[src/design/xwtr_pkg.sv]
// Package for the xorshift32 generator with Weyl sequence and output tempering.
// Holds the command and mode codes, the job and state types and the mixing functions.
// It depends on nothing else.
package xwtr_pkg;

   localparam int unsigned XWTR_QUEUE_DEPTH = 2;

   localparam logic [31:0] WEYL_STEP   = 32'h9E37_79B9;
   localparam logic [31:0] MURMUR_MUL1 = 32'h85EB_CA6B;
   localparam logic [31:0] MURMUR_MUL2 = 32'hC2B2_AE35;
   localparam logic [31:0] STATE_RESET = 32'h0000_0001;

   localparam logic       CMD_DRAW    = 1'b0;
   localparam logic       CMD_SEED    = 1'b1;

   localparam logic [1:0] MODE_PLAIN  = 2'd0;
   localparam logic [1:0] MODE_MURMUR = 2'd1;
   localparam logic [1:0] MODE_SHIFT  = 2'd2;

   typedef enum logic [1:0] {
      JOB_PLAIN,
      JOB_MURMUR,
      JOB_SHIFT
   } xwtr_job_kind_type;

   typedef struct packed {
      xwtr_job_kind_type kind;
      logic [31:0]       value;
   } xwtr_job_type;

   typedef struct packed {
      logic         valid;
      xwtr_job_type job;
   } xwtr_push_type;

   typedef struct packed {
      logic         valid;
      xwtr_job_type job;
   } xwtr_head_type;

   typedef enum logic [1:0] {
      BACK_IDLE,
      BACK_MUL2,
      BACK_FINAL,
      BACK_DONE
   } xwtr_back_state_type;

   function automatic logic [31:0] xorshift_next(input logic [31:0] v);
      logic [31:0] a;
      logic [31:0] b;
      a = v ^ (v << 13);
      b = a ^ (a >> 17);
      return b ^ (b << 5);
   endfunction

   function automatic logic [31:0] shift_mix(input logic [31:0] v);
      logic [31:0] a;
      logic [31:0] b;
      logic [31:0] c;
      logic [31:0] d;
      a = v ^ (v >> 16);
      b = a ^ (a << 10);
      c = b ^ (b >> 4);
      d = c ^ (c << 5);
      return d ^ (d >> 15);
   endfunction

endpackage

[src/design/xwtr_if.sv]
// Handshake interfaces for the request, response and register write channels.
// Each carries valid, ready and the payload; it depends on nothing else.
interface xwtr_req_if;
   logic        valid;
   logic        ready;
   logic        cmd;
   logic [31:0] seed_value;

   modport source (output valid, output cmd, output seed_value, input ready);
   modport sink (input valid, input cmd, input seed_value, output ready);
endinterface

interface xwtr_rsp_if;
   logic        valid;
   logic        ready;
   logic [31:0] random_value;

   modport source (output valid, output random_value, input ready);
   modport sink (input valid, input random_value, output ready);
endinterface

interface xwtr_csr_if;
   logic       valid;
   logic       ready;
   logic [1:0] mix_mode;

   modport source (output valid, output mix_mode, input ready);
   modport sink (input valid, input mix_mode, output ready);
endinterface

[src/design/xwtr_front.sv]
// Front end: takes request items and mode writes, advances the xorshift state and
// the Weyl counter, and pushes a job for each draw. Depends on xwtr_pkg and xwtr_if.
module xwtr_front
   import xwtr_pkg::*;
(
   input  logic          clock,
   input  logic          reset,
   xwtr_req_if.sink      req_chan,
   xwtr_csr_if.sink      csr_chan,
   input  logic          queue_full,
   output xwtr_push_type push
);

   logic [31:0] shift_state_ff;
   logic [31:0] shift_state_in;
   logic [31:0] weyl_ff;
   logic [31:0] weyl_in;
   logic [1:0]  mode_ff;
   logic [1:0]  mode_in;
   logic        accept;
   logic [31:0] next_state;
   logic [31:0] next_weyl;

   assign req_chan.ready = !queue_full;
   assign csr_chan.ready = 1'b1;
   assign accept         = req_chan.valid && !queue_full;
   assign next_state     = xorshift_next(shift_state_ff);
   assign next_weyl      = weyl_ff + WEYL_STEP;

   always_comb begin
      mode_in        = csr_chan.valid ? csr_chan.mix_mode : mode_ff;
      shift_state_in = shift_state_ff;
      weyl_in        = weyl_ff;
      push.valid     = 1'b0;
      push.job.kind  = JOB_PLAIN;
      push.job.value = next_state;
      if (accept) begin
         if (req_chan.cmd == CMD_SEED) begin
            shift_state_in = req_chan.seed_value;
            weyl_in        = '0;
         end else begin
            shift_state_in = next_state;
            push.valid     = 1'b1;
            case (mode_ff)
               MODE_MURMUR: begin
                  weyl_in        = next_weyl;
                  push.job.kind  = JOB_MURMUR;
                  push.job.value = next_state + next_weyl;
               end
               MODE_SHIFT: begin
                  weyl_in        = next_weyl;
                  push.job.kind  = JOB_SHIFT;
                  push.job.value = next_state + next_weyl;
               end
               default: begin
                  push.job.kind  = JOB_PLAIN;
               end
            endcase
         end
      end
   end

   always_ff @(posedge clock) begin
      if (reset) begin
         shift_state_ff <= STATE_RESET;
         weyl_ff        <= '0;
         mode_ff        <= MODE_PLAIN;
      end else begin
         shift_state_ff <= shift_state_in;
         weyl_ff        <= weyl_in;
         mode_ff        <= mode_in;
      end
   end

endmodule

[src/design/xwtr_queue.sv]
// Short job queue between the front end and the back end.
// Depends on xwtr_pkg for the job and handshake structs.
module xwtr_queue
   import xwtr_pkg::*;
#(
   parameter int unsigned QUEUE_DEPTH = XWTR_QUEUE_DEPTH
) (
   input  logic          clock,
   input  logic          reset,
   input  xwtr_push_type push,
   input  logic          pop,
   output logic          full,
   output xwtr_head_type head
);

   localparam int unsigned PTR_W   = (QUEUE_DEPTH > 1) ? $clog2(QUEUE_DEPTH) : 1;
   localparam int unsigned COUNT_W = $clog2(QUEUE_DEPTH + 1);
   localparam logic [PTR_W-1:0]   PTR_LAST  = PTR_W'(QUEUE_DEPTH - 1);
   localparam logic [COUNT_W-1:0] COUNT_MAX = COUNT_W'(QUEUE_DEPTH);

   xwtr_job_type       entries_ff [QUEUE_DEPTH];
   logic [PTR_W-1:0]   wr_ptr_ff;
   logic [PTR_W-1:0]   wr_ptr_in;
   logic [PTR_W-1:0]   rd_ptr_ff;
   logic [PTR_W-1:0]   rd_ptr_in;
   logic [COUNT_W-1:0] count_ff;
   logic [COUNT_W-1:0] count_in;
   logic               do_push;
   logic               do_pop;

   assign full       = (count_ff == COUNT_MAX);
   assign head.valid = (count_ff != '0);
   assign head.job   = entries_ff[rd_ptr_ff];
   assign do_push    = push.valid && !full;
   assign do_pop     = pop && head.valid;

   always_comb begin
      wr_ptr_in = wr_ptr_ff;
      rd_ptr_in = rd_ptr_ff;
      count_in  = count_ff;
      if (do_push) begin
         wr_ptr_in = (wr_ptr_ff == PTR_LAST) ? '0 : wr_ptr_ff + 1'b1;
      end
      if (do_pop) begin
         rd_ptr_in = (rd_ptr_ff == PTR_LAST) ? '0 : rd_ptr_ff + 1'b1;
      end
      if (do_push && !do_pop) begin
         count_in = count_ff + 1'b1;
      end else if (do_pop && !do_push) begin
         count_in = count_ff - 1'b1;
      end
   end

   always_ff @(posedge clock) begin
      if (do_push) begin
         entries_ff[wr_ptr_ff] <= push.job;
      end
   end

   always_ff @(posedge clock) begin
      if (reset) begin
         wr_ptr_ff <= '0;
         rd_ptr_ff <= '0;
         count_ff  <= '0;
      end else begin
         wr_ptr_ff <= wr_ptr_in;
         rd_ptr_ff <= rd_ptr_in;
         count_ff  <= count_in;
      end
   end

endmodule

[src/design/xwtr_back.sv]
// Back end: takes jobs from the queue, applies the selected output mixing with one
// shared multiplier and holds the result for the response channel. Depends on xwtr_pkg.
module xwtr_back
   import xwtr_pkg::*;
(
   input  logic          clock,
   input  logic          reset,
   input  xwtr_head_type head,
   output logic          pop,
   xwtr_rsp_if.source    rsp_chan
);

   xwtr_back_state_type state_ff;
   xwtr_back_state_type state_in;
   logic [31:0]         acc_ff;
   logic [31:0]         acc_in;
   logic [31:0]         result_ff;
   logic [31:0]         result_in;
   logic [31:0]         mul_a;
   logic [31:0]         mul_b;
   logic [63:0]         product;

   assign product = mul_a * mul_b;

   always_comb begin
      state_in = state_ff;
      case (state_ff)
         BACK_IDLE: begin
            if (head.valid) begin
               state_in = (head.job.kind == JOB_MURMUR) ? BACK_MUL2 : BACK_DONE;
            end
         end
         BACK_MUL2: begin
            state_in = BACK_FINAL;
         end
         BACK_FINAL: begin
            state_in = BACK_DONE;
         end
         BACK_DONE: begin
            if (rsp_chan.ready) begin
               state_in = BACK_IDLE;
            end
         end
         default: begin
            state_in = BACK_IDLE;
         end
      endcase
   end

   always_comb begin
      pop            = 1'b0;
      mul_a          = head.job.value ^ (head.job.value >> 16);
      mul_b          = MURMUR_MUL1;
      acc_in         = acc_ff;
      result_in      = result_ff;
      rsp_chan.valid = 1'b0;
      case (state_ff)
         BACK_IDLE: begin
            pop = head.valid;
            case (head.job.kind)
               JOB_MURMUR: acc_in    = product[31:0];
               JOB_SHIFT:  result_in = shift_mix(head.job.value);
               default:    result_in = head.job.value;
            endcase
         end
         BACK_MUL2: begin
            mul_a  = acc_ff ^ (acc_ff >> 13);
            mul_b  = MURMUR_MUL2;
            acc_in = product[31:0];
         end
         BACK_FINAL: begin
            result_in = acc_ff ^ (acc_ff >> 16);
         end
         BACK_DONE: begin
            rsp_chan.valid = 1'b1;
         end
         default: begin
            pop = 1'b0;
         end
      endcase
   end

   assign rsp_chan.random_value = result_ff;

   always_ff @(posedge clock) begin
      acc_ff    <= acc_in;
      result_ff <= result_in;
   end

   always_ff @(posedge clock) begin
      if (reset) begin
         state_ff <= BACK_IDLE;
      end else begin
         state_ff <= state_in;
      end
   end

endmodule

[src/design/xorshift32_weyl_tempered_rng_top.sv]
// Seed items give no result; each draw item gives one result.
// Throughput: the front end takes one item a cycle while the queue has room; the back end
// sequencer with its one shared multiplier works on one draw at a time, going from idle
// to done (through mul2 and final in multiply mode) and holding done until the response
// is taken. Reset (synchronous) sets the state to one, the Weyl counter and mode to
// zero and empties the queue.
module xorshift32_weyl_tempered_rng_top
   import xwtr_pkg::*;
#(
   parameter int unsigned QUEUE_DEPTH = XWTR_QUEUE_DEPTH
) (
   input  logic       clock,
   input  logic       reset,
   xwtr_req_if.sink   req_chan,
   xwtr_rsp_if.source rsp_chan,
   xwtr_csr_if.sink   csr_chan
);

   xwtr_push_type push;
   xwtr_head_type head;
   logic          queue_full;
   logic          pop;

   xwtr_front u_front (
      .clock      (clock),
      .reset      (reset),
      .req_chan   (req_chan),
      .csr_chan   (csr_chan),
      .queue_full (queue_full),
      .push       (push)
   );

   xwtr_queue #(
      .QUEUE_DEPTH (QUEUE_DEPTH)
   ) u_queue (
      .clock (clock),
      .reset (reset),
      .push  (push),
      .pop   (pop),
      .full  (queue_full),
      .head  (head)
   );

   xwtr_back u_back (
      .clock    (clock),
      .reset    (reset),
      .head     (head),
      .pop      (pop),
      .rsp_chan (rsp_chan)
   );

endmodule

[src/flat_wrapper.sv]
// flat-port wrapper written by rule: the top's interface ports become plain ports
module xorshift32_weyl_tempered_rng_top_flat import xwtr_pkg::*;
#(
   parameter int unsigned QUEUE_DEPTH = XWTR_QUEUE_DEPTH
)
  (clock, reset, req_chan_valid, req_chan_cmd, req_chan_seed_value, req_chan_ready, rsp_chan_valid, rsp_chan_random_value, rsp_chan_ready, csr_chan_valid, csr_chan_mix_mode, csr_chan_ready);
  xwtr_req_if req_chan_i ();
  xwtr_rsp_if rsp_chan_i ();
  xwtr_csr_if csr_chan_i ();
  input  logic clock;
  input  logic reset;
  input wire logic [$bits(req_chan_i.valid)-1:0] req_chan_valid;
  input wire logic [$bits(req_chan_i.cmd)-1:0] req_chan_cmd;
  input wire logic [$bits(req_chan_i.seed_value)-1:0] req_chan_seed_value;
  output wire logic [$bits(req_chan_i.ready)-1:0] req_chan_ready;
  output wire logic [$bits(rsp_chan_i.valid)-1:0] rsp_chan_valid;
  output wire logic [$bits(rsp_chan_i.random_value)-1:0] rsp_chan_random_value;
  input wire logic [$bits(rsp_chan_i.ready)-1:0] rsp_chan_ready;
  input wire logic [$bits(csr_chan_i.valid)-1:0] csr_chan_valid;
  input wire logic [$bits(csr_chan_i.mix_mode)-1:0] csr_chan_mix_mode;
  output wire logic [$bits(csr_chan_i.ready)-1:0] csr_chan_ready;
  assign req_chan_i.valid = req_chan_valid;
  assign req_chan_i.cmd = req_chan_cmd;
  assign req_chan_i.seed_value = req_chan_seed_value;
  assign req_chan_ready = req_chan_i.ready;
  assign rsp_chan_valid = rsp_chan_i.valid;
  assign rsp_chan_random_value = rsp_chan_i.random_value;
  assign rsp_chan_i.ready = rsp_chan_ready;
  assign csr_chan_i.valid = csr_chan_valid;
  assign csr_chan_i.mix_mode = csr_chan_mix_mode;
  assign csr_chan_ready = csr_chan_i.ready;
  xorshift32_weyl_tempered_rng_top #(.QUEUE_DEPTH(QUEUE_DEPTH)) u_core (.clock(clock), .reset(reset), .req_chan(req_chan_i), .rsp_chan(rsp_chan_i), .csr_chan(csr_chan_i));
endmodule
[config.mk]
export PLATFORM = sky130hd
export DESIGN_NAME = xorshift32_weyl_tempered_rng_top_flat
export DESIGN_NICKNAME = d
export VERILOG_FILES = /design/src/design/xwtr_pkg.sv /design/src/design/xwtr_if.sv /design/src/design/xwtr_front.sv /design/src/design/xwtr_queue.sv /design/src/design/xwtr_back.sv /design/src/design/xorshift32_weyl_tempered_rng_top.sv /design/src/flat_wrapper.sv
export SDC_FILE = /design/constraint.sdc
export NUM_CORES = 1
export LEC_CHECK = 0
export BUFFER_PORTS_ARGS = -buffer_cell sky130_fd_sc_hd__clkbuf_2
export CAP_MARGIN = 10
export CORE_UTILIZATION = 53
export CTS_CLUSTER_SIZE = 30
export DETAILED_ROUTE_END_ITERATION = 8
export PLACE_DENSITY_LB_ADDON = 0.12
export SLEW_MARGIN = 20
export SYNTH_ARGS = -nofsm -noshare
export SYNTH_HDL_FRONTEND = slang
export SYNTH_HIERARCHICAL = 1
export SYNTH_SLANG_ARGS = --single-unit
export TNS_END_PERCENT = 100
[constraint.sdc]
create_clock -name clock -period 14.2 [get_ports clock]
set_input_delay 2.13 -clock clock [delete_from_list [all_inputs] [get_ports clock]]
set_output_delay 2.13 -clock clock [all_outputs]
set_load 0.1 [all_outputs]
### Yosys cells after proc, flatten, opt, wreduce, memory -nomap -nowiden

Memories as Yosys holds them, arrays and structs flattened. A register that Yosys moved wholly into a read port is not among the register bits.
Index checks and enable logic that the tools add are counted.
W data, S select, Z words.

| cells by class | value |
|---|---|
| add/subtract/negate cells | 6 |
| multiply operators | 1 |
| reductions and logical operators | 19 |
| $lt $le $gt $ge | 0 |
| div/mod/pow operators | 0 |
| bitwise gates (word level) | 10 |
| equal/unequal tests | 12 |
| shift-type cells | 0 |
| muxes and demuxes | 27 |

Operators with widths:

| cell | count |
|---|---|
| $mux W32 | 6 |
| $pmux W32 S2 | 3 |
| $xor A32 B32 Y32 | 4 |
| $mux W35 | 2 |
| $xor A32 B16 Y32 | 2 |
| $add A32 B32 Y32 | 1 |
| $add A32 B32 Y32 const B | 1 |
| $mul A32 B32 Y32 | 1 |
| $xor A32 B15 Y32 | 1 |
| $xor A32 B17 Y32 | 1 |
| $xor A32 B19 Y32 | 1 |
| $xor A32 B28 Y32 | 1 |
| $mux W31 | 1 |
| $eq A2 B2 Y1 const B | 5 |
| $mux W2 | 5 |
| $reduce_bool A2 Y1 | 5 |
| $mux W1 | 8 |
| $ne A2 B2 Y1 const B | 4 |
| $pmux W2 S4 | 1 |
| $reduce_and A2 Y1 | 4 |
| $eq A2 B1 Y1 const B | 3 |
| $logic_and A1 B1 Y1 | 5 |
| $pmux W2 S2 | 1 |
| $logic_not A1 Y1 | 3 |
| 5 further kinds | 6 |

| storage, ports and cells | value |
|---|---|
| word-level logic and storage cells | 85 |
| bits in read-only memories | 0 |
| bits of input ports | 40 |
| output and inout bits | 35 |
| register bits after elaboration | 136 |
| bits in latches | 0 |
| RAM bits | 68 |
| memories | 1 |

Memories:

| memory | depth | width | rd ports | clocked after Yosys merged registers in | wr ports | line | source |
|---|---|---|---|---|---|---|---|
| u_core.u_queue.entries_ff | 2 | 34 | 1 | 1 | 1 | xwtr_queue.sv:21 | `xwtr_job_type entries_ff [QUEUE_DEPTH];` |

### Longest topological paths before layout

| logic depth | value |
|---|---|
| depth in word-level cells | 12 |
| depth in mapped cells | 33 |
| mapped depth without buffers | 29 |

### By module

The synthesis kept the hierarchy.

By module, submodules not included:

| module | cells each | seq. area each (um^2) | area each (um^2) | times used |
|---|---|---|---|---|
| xwtr_back | 1677 | 1961.9 | 16718.5 | 1 |
| xwtr_front | 779 | 1321.3 | 5814.3 | 1 |
| xwtr_queue | 131 | 2142.1 | 2667.6 | 1 |

### Worst setup path after synthesis

No wires, ideal clock.

| timing | value |
|---|---|
| kind | register -> register |
| start | register u_core.u_back.state_ff[1] |
| end | register u_core.u_back.acc_ff[30] (data pin) |
| arrival time | 7.637 ns |
| library setup time | 0.261 ns |
| path buffers | 6 |
| required time | 13.939 ns |
| stages on the path, launching flop included | 32 |
| setup slack | 6.302 ns |
| clock period less this slack | 7.898 ns |
| cell sequence | dfxtp_1 inv_1 ha_1 buf_2 clkbuf_1 clkbuf_1 clkbuf_1 nor2_1 inv_1 nand2_1 ha_1 clkbuf_1 fa_1 inv_1 fa_1 fa_1 inv_1 fa_1 inv_1 fa_1 fa_1 fa_1 inv_1 ha_1 clkbuf_1 a21o_1 a21oi_1 o21bai_1 a2111o_1 a32oi_1 a2111oi_0 a311o_1 |

| on the way | value |
|---|---|
| longest elaborated chain between the ends | 5 |
| elaborated cells on any way between the ends | 7 |
| those cells by class | mul: 1; eq/ne: 1; mux: 4; reduce/logical: 1 |

Ends and longest elaborated chain:

| item | line | source |
|---|---|---|
| start: declaration | xwtr_back.sv:13 | `xwtr_back_state_type state_ff;` |
| start signal: assignment | xwtr_back.sv:94 | `state_ff <= state_in;` |
| $eq A2 B1 Y1 | xwtr_back.sv:57 | `case (state_ff)` |
| $mux W32 or $mux W31 (tied branches) | xwtr_back.sv:57 |  |
| $mul A32 B32 Y32 | xwtr_back.sv:23 | `assign product = mul_a * mul_b;` |
| $mux W32 | xwtr_back.sv:60 | `case (head.job.kind)` |
| $pmux W32 S2 * | xwtr_back.sv:57 |  |
| net u_core.u_back.acc_in[30] | xwtr_back.sv:16 | `logic [31:0] acc_in;` |
| end signal: assignment | xwtr_back.sv:86 | `acc_ff <= acc_in;` |
| end: declaration | xwtr_back.sv:15 | `logic [31:0] acc_ff;` |

The timed path passes the listed nets; every way through them passes the cells marked *. The select of a mux whose other input is x is not followed.
A chain may end at the register's enable or synchronous reset.

### Worst setup path after layout

Ends and elaborated chain as after synthesis.

==> insert_results.sql <==
INSERT INTO impl_metrics (metric_group, metric, value, unit) VALUES
('floorplanning', 'dieWidth', '220', 'um'),
('detailed_routing', 'drtAntennaViolNets', '0', ''),
('sta', 'worst_margin_pin_slew', '1100', 'ps'),
('place', 'place_worst_setup_slack', '5210', 'ps'),
('synth', 'yosysMostFrequentCell', 'inv_1', ''),
('synth', 'synth-main-ff-cell', 'edfxtp_1', ''),
('final_layout', 'layout-drive-gt1-share', '8.16', '%'),
('sta', 'final-hold-violation-count', '0', ''),
('detailed_routing', 'drc', '0', ''),
('clock_network', 'tritoncts_clock_tree', 'done', ''),
('setup_path', 'cpMostUsedCell', 'fa_1', ''),
('grt', 'number_of_global_route_vias_before_repair', '18700', ''),
('detailed_routing', 'detail_route.first_pass.iterations', '6', ''),
('setup_path', 'gate_family_responsible_for_the_most_delay_along_the_worst_path', 'adder cells', ''),
('setup_path', 'critical_path.cell_chain', 'inv_1 -> ha_2 -> buf_4 -> inv_2 -> nor2_1 -> nor2_1 -> inv_1 -> ha_1 -> a21o_1 -> fa_1 -> inv_1 -> fa_1 -> fa_1 -> fa_1 -> inv_1 -> fa_1 -> fa_1 -> fa_1 -> ha_1 -> a21o_1 -> a2111o_1 -> a32oi_1 -> a2111oi_0 -> a311o_1', ''),
('detailed_routing', 'wire_per_inst', '25.0', 'um'),
('sta', 'timing.fmax', '110', 'MHz'),
('place', 'port-buffer-count', '73', ''),
('setup_path', 'critical_path_required', '14480', 'ps'),
('floorplanning', 'core-area', '46800', 'um2'),
('synth', 'post_synth_edffs', '132', ''),
('sta', 'number_of_pins_with_negative_max_slew_slack_in_the_final_report', '0', ''),
('synth', 'synthArstFlopShare', '0', '%'),
('synth', 'yosysUniqueCellTypes', '80', ''),
('sta', 'clock-skew-final', '35.6', 'ps'),
('sta', 'finalCriticalPeriod', '9130', 'ps'),
('grt', 'gr-usage-all-layers', '34.2', '%'),
('clock_network', 'htreeDepth', '1', ''),
('synth', 'ys.warnings.count', '6', ''),
('clock_network', 'cts.repair.resized', '0', ''),
('sta', 'post-route-worst-setup-slack', '5070', 'ps'),
('floorplanning', 'fp.dieH', '220', 'um'),
('detailed_routing', 'wl', '81100', 'um'),
('sta', 'fin_tns_setup', '0', 'ps'),
('setup_path', 'cp_max_stage_delay', '760', 'ps'),
('synth', 'synth_area_leaders', 'fa_1, edfxtp_1, ha_1', ''),
('status', 'status', 'finished, final reports clean', ''),
('setup_path', 'crit_start', 'u_core/u_back/state_ff[1]', ''),
('floorplanning', 'floorplan.die_area', '48400', 'um2'),
('floorplanning', 'initial_utilization', '53.9', '%'),
('final_layout', 'area_growth', '6.91', '%'),
('detailed_routing', 'vias_per_cell', '5.75', ''),
('grt', 'grt_first_pass_wirelength', '119000', 'um'),
('setup_path', 'critical_path_class', 'flop to flop', ''),
('worst_hold_path', 'min_from', 'u_core/u_front/shift_state_ff[31]', ''),
('setup_path', 'timing.critical_path.slowest_stage_cell', 'nor2_1', ''),
('sta', 'period_share', '64.3', '%'),
('sta', 'relSlewSlack', '24.3', '%'),
('clock_network', 'worstSkewPairLatency', '560', 'ps'),
('detailed_routing', 'first_iter_violations', '1868', ''),
('floorplanning', 'top_level_i_o_count', '75', ''),
('final_layout', 'finish.net_count', '3211', ''),
('synth', 'syn_area_per_cell', '9.74', 'um2'),
('job', 'max-cap-violations', '0', ''),
('synth', 'synth-seq-area-share', '21.5', '%'),
('clock_network', 'cts-hold-fix-buffers', '0', ''),
('synth', 'synth_seq_cells', '205', ''),
('grt', 'grt_max_degree', '68', ''),
('clock_network', 'clock_buffer_depth', '3', ''),
('sta', 'rsz_0062_raised_after_global_routing', 'false', ''),
('synth', 'synthCells', '2587', ''),
('detailed_routing', 'routed-via-count', '18700', ''),
('setup_path', 'cp-start-kind', 'flop', ''),
('place', 'finalWeightedCongestion', '1.02', ''),
('worst_hold_path', 'hold_path_class', 'flop to flop', ''),
('clock_network', 'cts_made_buffers', '24', ''),
('clock_network', 'clkSinkCount', '205', ''),
('sta', 'timing.final.setup_violations', '0', ''),
('floorplanning', 'std_cell_rows', '79', ''),
('synth', 'post_synth_instance_area', '25200', 'um2'),
('setup_path', 'cp-end-kind', 'flop', '');
flip-flops by register name (all words and copies together), names as in the netlist, 2 cells and up, named ones only:
signal	cells
u_core/u_back/rsp_chan.random_value	32
u_core/u_back/acc_ff	32
u_core/u_back/state_ff	2
u_core/u_queue/count_ff	2
u_core/u_front/mode_ff	2
u_core/u_front/shift_state_ff	32
u_core/u_front/weyl_ff	32
u_core/u_queue/entries_ff	68
cells in the final DEF, fill, tap and decap left out, drive strengths merged, types with 7 or more instances in the layout:
master,Yosys,final
inv,433,434
fa,287,287
mux2,38,38
a22oi,21,21
or2,10,10
edfxtp,132,132
and2,18,18
nor2,197,197
nand2b,9,9
o21a,13,13
nor3,21,21
nor2b,18,18
buf,23,30
xnor3,12,12
clkbuf,76,103
xnor2,221,221
o211ai,16,16
dfxtp,73,73
nand3,11,11
a21o,35,35
mux2i,29,29
a211oi,19,19
or3,7,7
o21ai,94,94
xor2,114,114
ha,266,266
nand2,167,167
a21oi,141,141
clkinv,0,9
cells by family after synthesis:
group	synth area share, %
and+or+nand+nor	8.42
AOI/OAI and AO/OA	9.91
adders and majority gates	36.0
DFF	21.5
buffers and inverters	8.25
xor gates and xnor gates	13.0
muxes	2.85
other	0.0298
cell type report:
class | count | area [um2]
inverters | 433 | 1630
clock buffers | 30 | 644
repair buffers | 103 | 591
well taps | 607 | 759
multi-input cells | 1851 | 17700
clock inverters | 14 | 176
flip-flops and latches | 205 | 5430
fillers | 4200 | 19800
routing by layer:
| metal | vias up | share of wire, % | GRT usage (%) |
|---|---|---|---|
| met5 | - | 0 | 0 |
| met4 | 0 | 3.2 | 10.3 |
| met3 | 125 | 7.5 | 4.24 |
| met1 | 9309 | 44 | 49.6 |
| li1 | 8444 | - | - |
| met2 | 772 | 45 | 53.5 |
worst register-to-register path, stage by stage, from the launching register on:
cell and delay [ps]:
dfxtp_1 330, inv_1 120, ha_2 180, buf_4 540
inv_2 560, nor2_1 770, nor2_1 180, inv_1 300
ha_1 410, a21o_1 230, fa_1 560, inv_1 60
fa_1 390, fa_1 520, fa_1 550, inv_1 50
fa_1 470, fa_1 400, fa_1 530, ha_1 350
a21o_1 240, a2111o_1 380, a32oi_1 320, a2111oi_0 170
a311o_1 280
worst paths after layout:
| kind | end | slack [ps] | cells after the start |
|---|---|---|---|
| min reg2reg | u_core/u_front/shift_state_ff[31] | 480 | 2 |
| min | u_core/u_front/shift_state_ff[31] | 480 | 2 |
| max | u_core/u_back/acc_ff[30] | 5070 | 24 |
| max reg2reg | u_core/u_back/acc_ff[30] | 5070 | 24 |
per-stage QoR:
stage / hold slack (ps) / util (%) / std cells / area [um2]
after floorplan: 444 / - / 2588 / 25200
after global placement: 460 / 55.9 / 3199 / 26100
after detailed placement: 471 / 55.9 / 3199 / 26100
after CTS: 477 / 57.6 / 3243 / 26900
after global routing: 506 / 57.6 / 3243 / 26900
final: 482 / 57.6 / 3243 / 26900
Power is not shown: default switching activity piles up to over one toggle a cycle in this logic, so the estimate is an artifact.
